### src/sv/assert_macros.svh
// Assertion helpers used by the RTL
`ifndef ASSERT_MACROS_SVH
`define ASSERT_MACROS_SVH

// same-cycle implication, checked outside reset
`define ASSERT_IMPL(lbl, clk, rst_n, a, c) \
	lbl: assert property (@(posedge clk) disable iff (!(rst_n)) (a) |-> (c)) \
		else $error("implication check failed");

// next-cycle implication, checked outside reset
`define ASSERT_NEXT(lbl, clk, rst_n, a, c) \
	lbl: assert property (@(posedge clk) disable iff (!(rst_n)) (a) |=> (c)) \
		else $error("next-cycle check failed");

`endif

### src/sv/pltiu_pkg.sv
package pltiu_pkg;

	// operation codes of an input item
	localparam logic OP_WRITE = 1'b0;
	localparam logic OP_QUERY = 1'b1;

	typedef enum logic [3:0] {
		ST_IDLE,
		ST_LAST_RD,
		ST_LAST_CHK,
		ST_FIRST_RD,
		ST_FIRST_CHK,
		ST_SCAN_RD,
		ST_SCAN_CHK,
		ST_YA_RD,
		ST_YB_RD,
		ST_EVAL,
		ST_MUL,
		ST_DIV_INIT,
		ST_DIV,
		ST_FIN,
		ST_OUT
	} state_t;

	// controller to datapath
	typedef struct packed {
		logic wr;
		logic cap_q;
		logic ld_xa;
		logic ld_xb;
		logic ld_ya;
		logic prep;
		logic mul;
		logic div_init;
		logic div_step;
		logic res_none;
		logic res_eq;
		logic res_interp;
	} cmd_t;

	// datapath to controller
	typedef struct packed {
		logic q_gt_rd;
		logic q_lt_rd;
		logic q_ge_xa;
		logic x_eq;
		logic ya_ok;
		logic yb_ok;
	} sts_t;

endpackage

### src/sv/pltiu_ctrl.sv
`include "assert_macros.svh"

module pltiu_ctrl #(
	parameter int TABLE_DEPTH = 256,
	parameter int VALUE_WIDTH = 32
) (
	input  logic                            clk,
	input  logic                            arst_n,
	input  logic [8:0]                      points_in_use,
	input  logic                            in_valid,
	output logic                            in_ready,
	input  logic                            operation,
	input  logic [7:0]                      knot_index,
	output logic                            out_valid,
	input  logic                            out_ready,
	input  pltiu_pkg::sts_t                 sts,
	output pltiu_pkg::cmd_t                 cmd,
	output logic [$clog2(TABLE_DEPTH)-1:0]  rd_addr
);
	import pltiu_pkg::*;

	localparam int AW  = $clog2(TABLE_DEPTH);
	localparam int CW  = AW + 1;
	localparam int DCW = $clog2(VALUE_WIDTH + 2);

	state_t         state_q, state_d;
	logic [CW-1:0]  n_q, n_w, idx_q, idx_nx;
	logic [DCW-1:0] cnt_q;
	logic           accept, is_query, idx_ok, bracket, last_seg;

	assign accept   = in_valid && in_ready;
	assign is_query = operation == OP_QUERY;
	assign idx_ok   = 32'(knot_index) < 32'(TABLE_DEPTH);
	assign n_w      = (32'(points_in_use) > 32'(TABLE_DEPTH)) ? CW'(TABLE_DEPTH)
	                                                          : CW'(points_in_use);
	assign bracket  = sts.q_ge_xa && !sts.q_gt_rd;
	assign idx_nx   = idx_q + 1'b1;
	assign last_seg = idx_nx >= n_q;

	// next state
	always_comb begin
		state_d = state_q;
		unique case (state_q)
			ST_IDLE: begin
				if (accept && is_query)
					state_d = (n_w < CW'(2)) ? ST_OUT : ST_LAST_RD;
			end
			ST_LAST_RD:   state_d = ST_LAST_CHK;
			ST_LAST_CHK:  state_d = sts.q_gt_rd ? ST_OUT : ST_FIRST_RD;
			ST_FIRST_RD:  state_d = ST_FIRST_CHK;
			ST_FIRST_CHK: state_d = sts.q_lt_rd ? ST_OUT : ST_SCAN_RD;
			ST_SCAN_RD:   state_d = ST_SCAN_CHK;
			ST_SCAN_CHK: begin
				if (bracket)       state_d = ST_YA_RD;
				else if (last_seg) state_d = ST_OUT;
				else               state_d = ST_SCAN_RD;
			end
			ST_YA_RD: state_d = ST_YB_RD;
			ST_YB_RD: state_d = ST_EVAL;
			ST_EVAL: begin
				if (sts.x_eq || !(sts.ya_ok && sts.yb_ok)) state_d = ST_OUT;
				else                                       state_d = ST_MUL;
			end
			ST_MUL:      state_d = ST_DIV_INIT;
			ST_DIV_INIT: state_d = ST_DIV;
			ST_DIV: begin
				if (cnt_q == DCW'(VALUE_WIDTH)) state_d = ST_FIN;
			end
			ST_FIN: state_d = ST_OUT;
			ST_OUT: begin
				if (out_ready) state_d = ST_IDLE;
			end
			default: state_d = ST_IDLE;
		endcase
	end

	// outputs and datapath commands
	always_comb begin
		cmd       = '0;
		rd_addr   = '0;
		in_ready  = 1'b0;
		out_valid = 1'b0;
		unique case (state_q)
			ST_IDLE: begin
				in_ready     = 1'b1;
				cmd.wr       = in_valid && !is_query && idx_ok;
				cmd.cap_q    = in_valid && is_query;
				cmd.res_none = in_valid && is_query && (n_w < CW'(2));
			end
			ST_LAST_RD:   rd_addr = AW'(n_q - 1'b1);
			ST_LAST_CHK:  cmd.res_none = sts.q_gt_rd;
			ST_FIRST_RD:  rd_addr = '0;
			ST_FIRST_CHK: begin
				cmd.res_none = sts.q_lt_rd;
				cmd.ld_xa    = 1'b1;
			end
			ST_SCAN_RD:  rd_addr = idx_q[AW-1:0];
			ST_SCAN_CHK: begin
				cmd.ld_xb    = 1'b1;
				cmd.ld_xa    = !bracket;
				cmd.res_none = !bracket && last_seg;
			end
			ST_YA_RD: rd_addr = AW'(idx_q - 1'b1);
			ST_YB_RD: begin
				rd_addr    = idx_q[AW-1:0];
				cmd.ld_ya  = 1'b1;
			end
			ST_EVAL: begin
				cmd.res_eq   = sts.x_eq;
				cmd.res_none = !sts.x_eq && !(sts.ya_ok && sts.yb_ok);
				cmd.prep     = 1'b1;
			end
			ST_MUL:      cmd.mul = 1'b1;
			ST_DIV_INIT: cmd.div_init = 1'b1;
			ST_DIV:      cmd.div_step = 1'b1;
			ST_FIN:      cmd.res_interp = 1'b1;
			ST_OUT:      out_valid = 1'b1;
			default: ;
		endcase
	end

	// state, knot count, scan index and divide counter
	always_ff @(posedge clk or negedge arst_n) begin
		if (!arst_n) begin
			state_q <= ST_IDLE;
			n_q     <= '0;
			idx_q   <= '0;
			cnt_q   <= '0;
		end else begin
			state_q <= state_d;
			if (accept && is_query) n_q <= n_w;
			if (state_q == ST_FIRST_CHK) idx_q <= CW'(1);
			if (state_q == ST_SCAN_CHK && !bracket) idx_q <= idx_nx;
			if (state_q == ST_DIV_INIT) cnt_q <= '0;
			if (state_q == ST_DIV) cnt_q <= cnt_q + 1'b1;
		end
	end

	`ASSERT_IMPL(a_one_item, clk, arst_n, in_ready, !out_valid)
	`ASSERT_IMPL(a_scan_bound, clk, arst_n, state_q == ST_SCAN_RD, (idx_q < n_q) && (idx_q != '0))
	`ASSERT_NEXT(a_query_busy, clk, arst_n, accept && is_query, state_q != ST_IDLE)
	`ASSERT_IMPL(a_div_bound, clk, arst_n, state_q == ST_DIV, cnt_q <= DCW'(VALUE_WIDTH))

endmodule
### config.mk
export PLATFORM = sky130hd
export DESIGN_NAME = pltiu_ctrl
export DESIGN_NICKNAME = d
export VERILOG_FILES = /design/src/sv/pltiu_pkg.sv /design/src/sv/pltiu_ctrl.sv
export VERILOG_INCLUDE_DIRS = /design/src /design/src/sv
export SDC_FILE = /design/constraint.sdc
export NUM_CORES = 1
export LEC_CHECK = 0
export BUFFER_PORTS_ARGS = -buffer_cell sky130_fd_sc_hd__buf_2
export CAP_MARGIN = 20
export CORE_AREA = 2 2 83 61
export CTS_CLUSTER_SIZE = 12
export DETAILED_ROUTE_END_ITERATION = 7
export DIE_AREA = 0 0 85 63
export HOLD_SLACK_MARGIN = 0.02
export PLACE_DENSITY = 0.85
export SLEW_MARGIN = 20
export SYNTH_ARGS = -nofsm -noshare
export SYNTH_HDL_FRONTEND = slang
export SYNTH_SLANG_ARGS = --single-unit
### constraint.sdc
create_clock -name clk -period 3.2 [get_ports clk]
set_input_delay 0.64 -clock clk [delete_from_list [all_inputs] [get_ports clk]]
set_output_delay 0.64 -clock clk [all_outputs]
set_load 0.01 [all_outputs]
# After elaboration in Yosys (flattened, before gate mapping)
# Cells that the tools add are included.
# W data, S select, Z words.
[totals]
elab_cells = 79
regBits = 28
out_inout_bits = 22
[op_classes]
magnitude_cmp = 3
n_reduce_logical = 21
n_eq_ne = 18
mux = 29
n_addsub = 4
[op_table]
columns = ["cell", "count"]
rows = [
  ["$pmux W4 S15", 1],
  ["$mux W4", 8],
  ["$eq A4 B4 Y1 const B", 7],
  ["$mux W9", 3],
  ["$pmux W8 S3", 1],
  ["$eq A4 B3 Y1 const B", 4],
  ["$sub A8 B1 Y8 const B", 2],
  ["$mux W6", 2],
  ["$logic_and A1 B1 Y1", 10],
  ["$mux W1", 10],
  ["$add A9 B1 Y9 const B", 1],
  ["$ge A9 B9 Y1", 1],
  ["$gt A9 B9 Y1 const B", 1],
  ["$lt A9 B2 Y1 const B", 1],
  ["$eq A4 B2 Y1 const B", 2],
  ["$add A6 B1 Y6 const B", 1],
  ["$eq A6 B6 Y1 const B", 1],
  ["$ne A2 B2 Y1 const B", 3],
  ["$logic_not A1 Y1", 5],
  ["$pmux W1 S5", 1],
  ["$eq A4 B1 Y1 const B", 1],
  ["$logic_not A4 Y1", 1],
  ["$reduce_bool A2 Y1", 2],
  ["$mux W3", 1],
  ["other kinds (5)", 5],
]

# Depth between registers and ports, before layout
# Gate-level depths: netlist of the first run.
[depth]
depth_word = 6
ltp_mapped = 11
ltp_nobuf = 11

# Least setup slack after synthesis of the first run
# No wires, ideal clock.
[synth_timing]
path_type = "register to output"
start = "register idx_q[0]"
end = "output port cmd[2] (netlist bit)"
setup_slack_ns = 0.123
arrival_time_ns = 2.437
path_stages_with_launch = 11
required_time_ns = 2.560
n_path_buf = 0
path_cell_list = "dfrtp_1 > ha_1 > and3_1 > and3_1 > nand3_1 > xnor2_1 > ha_1 > and4_1 > nor3b_1 > a311oi_1 > o221ai_2"
[synth_rtl]
columns = ["element", "line_no", "text"]
rows = [
  ["start, declared", "pltiu_ctrl.sv:27", "logic [CW-1:0] n_q, n_w, idx_q, idx_nx;"],
  ["start signal, assigned", "pltiu_ctrl.sv:133", "if (state_q == ST_SCAN_CHK && !bracket) idx_q <= idx_nx;"],
  ["end, declared", "pltiu_ctrl.sv:17", "output pltiu_pkg::cmd_t cmd,"],
]

==> impl_metrics.toml, run 1 <==
[run_status]
run_status = "finished with violations"
violations = "negative setup slack"

[die]
design.die.area_um2 = 5355
floorplan.initialDensity = 0.5238
die-height_um = 63
io-pin-count = 50
core-area_um2 = 4598
dieWidth_um = 85
placement_rows = 21

[global_routing]
grt_pass1_vias = 2194
global_route.usage.total = 0.2487
grt_pass1_wl_um = 10810
grt_remaining_overflow = 0
grt_most_used_layer = "met1"
met1_track_demand_over_resource = 0.3789
grt_antenna_before_repair = 0
grt_max_degree = 29
met2_usage = 0.3662
grt_use_met3 = 0.04624

[place]
place.gp.congestion = 0.8628
placement.io_buffers = 41
detailed_place_hpwl_um = 4683

[critical_path]
critPathKind = "flip-flop to output port"
crit_arrival_ps = 2710
critical_path_required_ps = 2560
critical_path_fanouts_max = 3
endpoint_class_of_the_critical_path = "output port"
crit_path_start_kind = "flip-flop"

[yosys]
yosys.area.top_type = "sky130_fd_sc_hd__dfrtp_1"
synth_enable_flop_cells = 0
yosys_most_used_dff = "sky130_fd_sc_hd__dfrtp_1"
netlist_instances = 288
synth.avg_cell_area_um2 = 8.363
synthTopCellsByArea = "sky130_fd_sc_hd__dfrtp_1, sky130_fd_sc_hd__ha_1, sky130_fd_sc_hd__nand2_1"
number_of_synthesized_register_bits = 28
synth.net_count = 329
synthTopCellsByCount = "sky130_fd_sc_hd__nand2_1, sky130_fd_sc_hd__dfrtp_1, sky130_fd_sc_hd__o21ai_1, sky130_fd_sc_hd__nor2_1, sky130_fd_sc_hd__inv_1"
yosysWarningCount = 0
synth.cell_area_um2 = 2409
ys_async_sr_fraction = 1.000
synth_most_common_cell = "sky130_fd_sc_hd__nand2_1"
count_of_distinct_cell_types_in_the_synthesized_netlist = 60
synth_top_area_share = 0.2909
synth-seq-area-share = 0.2909

[pwr]
vdd_drop_max_uv = 458.5
power.static_leakage_nw = 1.378
power_density_nw_per_um2 = 929.5
report.power.total_mw = 2.674

[flow_run]
timing.max_cap.violations = 0

[sta]
final-setup-viol-count = 1
post-route-min-period_ps = 3347
tightestPinTransition_ps = 613.6
final_critical_path_setup_slack_ps = -146.5
hold_ws_ps = 361.2
post-route-period-util = 1.046
fin_setup_tns_ps = -146.5
rsz_0062_raised_after_global_routing = "yes"
fmaxAchievable_mhz = 298.8
report.final.hold_viol_count = 0
timing.slew.headroom = 0.5909
report.final.slew_viol_count = 0
finClkSkew_ps = 1.852

[detailed_routing]
route.vias.total = 2379
remaining_drc_errors = 0
routed_wirelength_um = 6379
drt-wirelength-per-cell_um = 16.31
detail_route.vias_per_cell = 6.084
drtPass1Iterations = 5
drtAntennaViolNets = 0
detailedRoute.firstIterationViolations = 262

[hold_path]
hold_path_class = "primary input to asynchronous set/reset pin"

[clock_network]
clock_path_buffers = 2
clk_pin_slew_worst_paths_ps = 90
cts_inserted_buffers = 3
cts_tree = "done"
cts.htree.levels = 1
post_cts_hold_buffer_count = 0
cts-root-buf = "sky130_fd_sc_hd__clkbuf_8"
clkSinkCount = 28
skew_pair_late_insertion_delay_ps = 280

[finish]
syn_to_final_growth_pct = 19.43
fillerInstances = 394
layout.nets = 376
layout_cells_sized_above_1 = 0.2814
num_antenna_cells = 0
finalCoreUtilization = 0.6256
-- where the power goes --
group,switching [mW],internal (mW),leakage [nW],total [mW]
Combinational,1.03,0.790,0.982,1.82
Clock,0.111,0.110,0.0288,0.221
Sequential,0.163,0.473,0.367,0.636
-- logic make-up (layout without fill, tap and decap cells) --
group,Yosys count,count (layout),share of synthesized area
flops,28,28,0.2909
xor+xnor,12,12,0.04364
compound gates,87,87,0.2494
simple gates,111,111,0.2665
mux,4,4,0.01870
buf+inv,33,79,0.06337
fa+ha+maj,13,13,0.06753
-- registers in the layout, summed over array words and instances, names as in the netlist --
register,count
idx_q,9
cnt_q,6
state_q,4
n_q,9
-- final timing paths --
check | from | to | slack [ps] | depth (start not counted)
setup reg to reg | idx_q[1] | state_q[0] | 430 | 13
min in group clk | cnt_q[5] | cnt_q[5] | 490 | 1
hold reg to reg | cnt_q[5] | cnt_q[5] | 490 | 1
setup / recovery | idx_q[1] | cmd[2] | -150 | 11
max in group asynchronous | arst_n | state_q[2] | 2410 | 1
hold / removal | arst_n | state_q[2] | 360 | 1
-- worst max-delay path: stages, from the launching register on --
cell	delay (ps)
sky130_fd_sc_hd__dfrtp_1	370
sky130_fd_sc_hd__ha_2	190
sky130_fd_sc_hd__and3_4	180
sky130_fd_sc_hd__and3_4	200
sky130_fd_sc_hd__nand3_4	100
sky130_fd_sc_hd__xnor2_4	190
sky130_fd_sc_hd__ha_4	230
sky130_fd_sc_hd__and4_4	180
sky130_fd_sc_hd__nor3b_4	150
sky130_fd_sc_hd__a311oi_2	340
sky130_fd_sc_hd__o221ai_2	140
sky130_fd_sc_hd__buf_2	160
-- layout make-up --
cell class | count | area, um2 | share of cell area
clock buffer | 4 | 55.05 | 0.01914
tap | 57 | 71.32 | 0.02479
sequential | 28 | 701.9 | 0.2440
inverter | 18 | 67.56 | 0.02349
timing repair buffer | 57 | 329.1 | 0.1144
multi-input combinational | 227 | 1652 | 0.5742
-- per-stage QoR --
step,cells,instance area [um2],setup WS [ps]
finish,391,2877,-146.5
global route,391,2877,-305.1
CTS,390,2824,-119.9
detailed placement,382,2683,-81.07
global placement,382,2683,-29.10
floorplan,288,2409,123.3
-- timing repair --
item,in CTS,in global routing
hold endpoints to repair,0,0
resized for setup,12,7
setup endpoints to repair,1,3
setup buffers,4,1
pin swaps,9,9
-- layer usage --
layer / up-vias / share of wire
li1: 1139 / -
met1: 1111 / 0.48
met2: 117 / 0.44
met3: 12 / 0.071
met4: 0 / 0.015
met5: - / 0
-- placed cells by master, fill, tap and decap left out, types with 4 or more instances in the layout --
master                     netlist  final
sky130_fd_sc_hd__a21oi_1        16     16
sky130_fd_sc_hd__a22o_1          7      7
sky130_fd_sc_hd__buf_2           8     41
sky130_fd_sc_hd__buf_4           3     15
sky130_fd_sc_hd__clkbuf_8        0      4
sky130_fd_sc_hd__dfrtp_1        28     27
sky130_fd_sc_hd__ha_1           13     10
sky130_fd_sc_hd__inv_1          17     17
sky130_fd_sc_hd__nand2_1        31     31
sky130_fd_sc_hd__nand2b_1       12     12
sky130_fd_sc_hd__nand3_1         7      6
sky130_fd_sc_hd__nor2_1         19     18
sky130_fd_sc_hd__nor3_1          7      7
sky130_fd_sc_hd__o211ai_1        4      4
sky130_fd_sc_hd__o21ai_0        13     12
sky130_fd_sc_hd__o21ai_1        20     21
sky130_fd_sc_hd__xnor2_1         8      7
Power figures use the tool's default switching activity.
==> inputs of run 2 (changes only) <==
--- a/config.mk
+++ b/config.mk
@@ -9,4 +9,4 @@
 export BUFFER_PORTS_ARGS = -buffer_cell sky130_fd_sc_hd__buf_2
-export CAP_MARGIN = 20
 export CORE_AREA = 2 2 83 61
+export CTS_CLUSTER_DIAMETER = 200
 export CTS_CLUSTER_SIZE = 12
==> constraint.sdc (replaced) <==
create_clock -name clk -period 3.2 [get_ports clk]
set_input_delay 0 -clock clk [delete_from_list [all_inputs] [get_ports clk]]
set_output_delay 0 -clock clk [all_outputs]
set_load 0.01 [all_outputs]
==> run 2 against run 1 <==
  * The run now ends clean
  * Global-route usage is 0.70 points lower
  * Flip-flop and latch count unchanged
  * Utilization down 1.1 points
  * Clock skew up 1.2 ps
  * Critical endpoint unchanged
  * Combinational power is 8% lower
==> impl_metrics.toml, run 2 (synthesis gave the netlist of run 1 again) <==
[run_status]
run_status = "completed"

[finish]
num_antenna_cells = 0
layout.cells.most_common = "sky130_fd_sc_hd__buf_2"
syn_to_final_growth_pct = 17.40
layout_cells_sized_above_1 = 0.2156
layout_common_cells = "sky130_fd_sc_hd__buf_2, sky130_fd_sc_hd__nand2_1, sky130_fd_sc_hd__dfrtp_1"
final_cell_area_um2 = 2828
layoutNonFillerInstCount = 391
fillerInstances = 389
largestRegisters = "idx_q: 9 flops, n_q: 9 flops, cnt_q: 6 flops"
layout.nets = 376

[sta]
post-route-period-util = 0.9108
timing.slew.headroom = 0.5692
report.final.hold_viol_count = 0
fmaxAchievable_mhz = 343.1
finClkSkew_ps = 3.093
rsz_0062_raised_after_global_routing = "no"
final-setup-viol-count = 0
fin_setup_tns_ps = 0
tightestPinTransition_ps = 640.3
final_critical_path_setup_slack_ps = 285.6
report.final.slew_viol_count = 0
post-route-min-period_ps = 2914

[die]
die-height_um = 63
dieWidth_um = 85
core-area_um2 = 4598
placement_rows = 21
floorplan.initialDensity = 0.5238
io-pin-count = 50
design.die.area_um2 = 5355

[pwr]
report.power.total_mw = 2.582
vdd_drop_max_uv = 534.0
power_density_nw_per_um2 = 913.0
power.static_leakage_nw = 1.369

[place]
placement.io_buffers = 41
detailed_place_hpwl_um = 4525
postPlaceCellArea_um2 = 2645
dp_slack_ps = 402.7
place.detailed.instances = 377
place.gp.congestion = 0.9201

[global_routing]
grt_pass1_vias = 2178
grt_max_degree = 29
grt_pass1_wl_um = 10600
grt_antenna_before_repair = 0
grt_remaining_overflow = 0
global_route.usage.total = 0.2417

[clock_network]
cts-root-buf = "sky130_fd_sc_hd__clkbuf_8"
clkSinkCount = 28
clk_pin_slew_worst_paths_ps = 100
post_cts_buffers = 0
skew_pair_late_insertion_delay_ps = 280
cts.htree.levels = 1
cts_inserted_buffers = 3
cts_tree = "done"
clock_path_buffers = 2

[critical_path]
crit_path_start_kind = "flip-flop"
critical_path_required_ps = 3200
critPathKind = "flip-flop to output port"
endpoint_class_of_the_critical_path = "output port"
crit_arrival_ps = 2910
critical_path_fanouts_max = 4

[hold_path]
hold_path_class = "primary input to flip-flop"

[detailed_routing]
routed_wirelength_um = 6237
remaining_drc_errors = 0
route.vias.total = 2346
detailedRoute.firstIterationViolations = 172
drtAntennaViolNets = 0
drtPass1Iterations = 5
detail_route.vias_per_cell = 6.000
drt-wirelength-per-cell_um = 15.95

[flow_run]
timing.max_cap.violations = 0
==> run 2: worst max-delay path, cell delays in order (launching register included) <==
cell and delay (ps):
sky130_fd_sc_hd__dfrtp_1 370, sky130_fd_sc_hd__ha_1 190, sky130_fd_sc_hd__and3_1 190, sky130_fd_sc_hd__and3_1 240
sky130_fd_sc_hd__nand3_1 120, sky130_fd_sc_hd__xnor2_1 220, sky130_fd_sc_hd__ha_1 290, sky130_fd_sc_hd__and4_1 260
sky130_fd_sc_hd__nor3b_2 180, sky130_fd_sc_hd__a311oi_2 290, sky130_fd_sc_hd__o221ai_2 130, sky130_fd_sc_hd__buf_2 160
==> run 2: area by class of cell <==
cell class	count	area, um2	area share
multi-input cells	227	1567	0.5540
flip-flops and latches	28	700.7	0.2478
repair buffers	57	350.3	0.1239
well taps	57	71.32	0.02522
inverters	18	67.56	0.02389
clock buffers	3	41.29	0.01460
clock inverters	1	30.03	0.01062
==> run 2: timing repair <==
item                       in CTS  in global routing
gates resized for setup         0                  2
hold buffers                   10                  0
hold endpoints to repair       37                  0
setup endpoints to repair       0                  1
==> run 2: path summary, 6_finish.rpt <==
check                                      start          to  slack (ps)  depth (start not counted)
worst min register to register          cnt_q[5]    cnt_q[5]         490                          1
worst min-delay path            points_in_use[8]      n_q[8]          70                          2
worst max register to register          idx_q[0]  state_q[3]         300                         11
min in group asynchronous                 arst_n  state_q[2]         270                          2
worst max-delay path                    idx_q[0]      cmd[2]         290                         11
max in group asynchronous                 arst_n    cnt_q[5]        2510                          2
==> run 2: power breakdown <==
group	internal, mW	switching (mW)	leakage, nW
clock network	0.168	0.111	0.0357
registers	0.472	0.151	0.368
logic	0.709	0.971	0.965
==> run 2: stage by stage <==
| step | utilization | hold WS [ps] |
|---|---|---|
| 6_report | 0.6150 | 67.01 |
| 5_1_grt | 0.6150 | 75.95 |
| 4_1_cts | 0.6125 | 63.60 |
| 3_5_place_dp | 0.5752 | 54.24 |
| 3_3_place_gp | 0.5752 | 59.19 |
| 2_1_floorplan | - | -295.6 |
==> run 2: routing by layer <==
metal / share of wire / routed length (um) / track usage
met3: 0.068 / 421 / 0.04359
met5: 0 / 0 / 0
met4: 0.011 / 66 / 0.03175
met2: 0.44 / 2738 / 0.3672
met1: 0.48 / 3010 / 0.3670
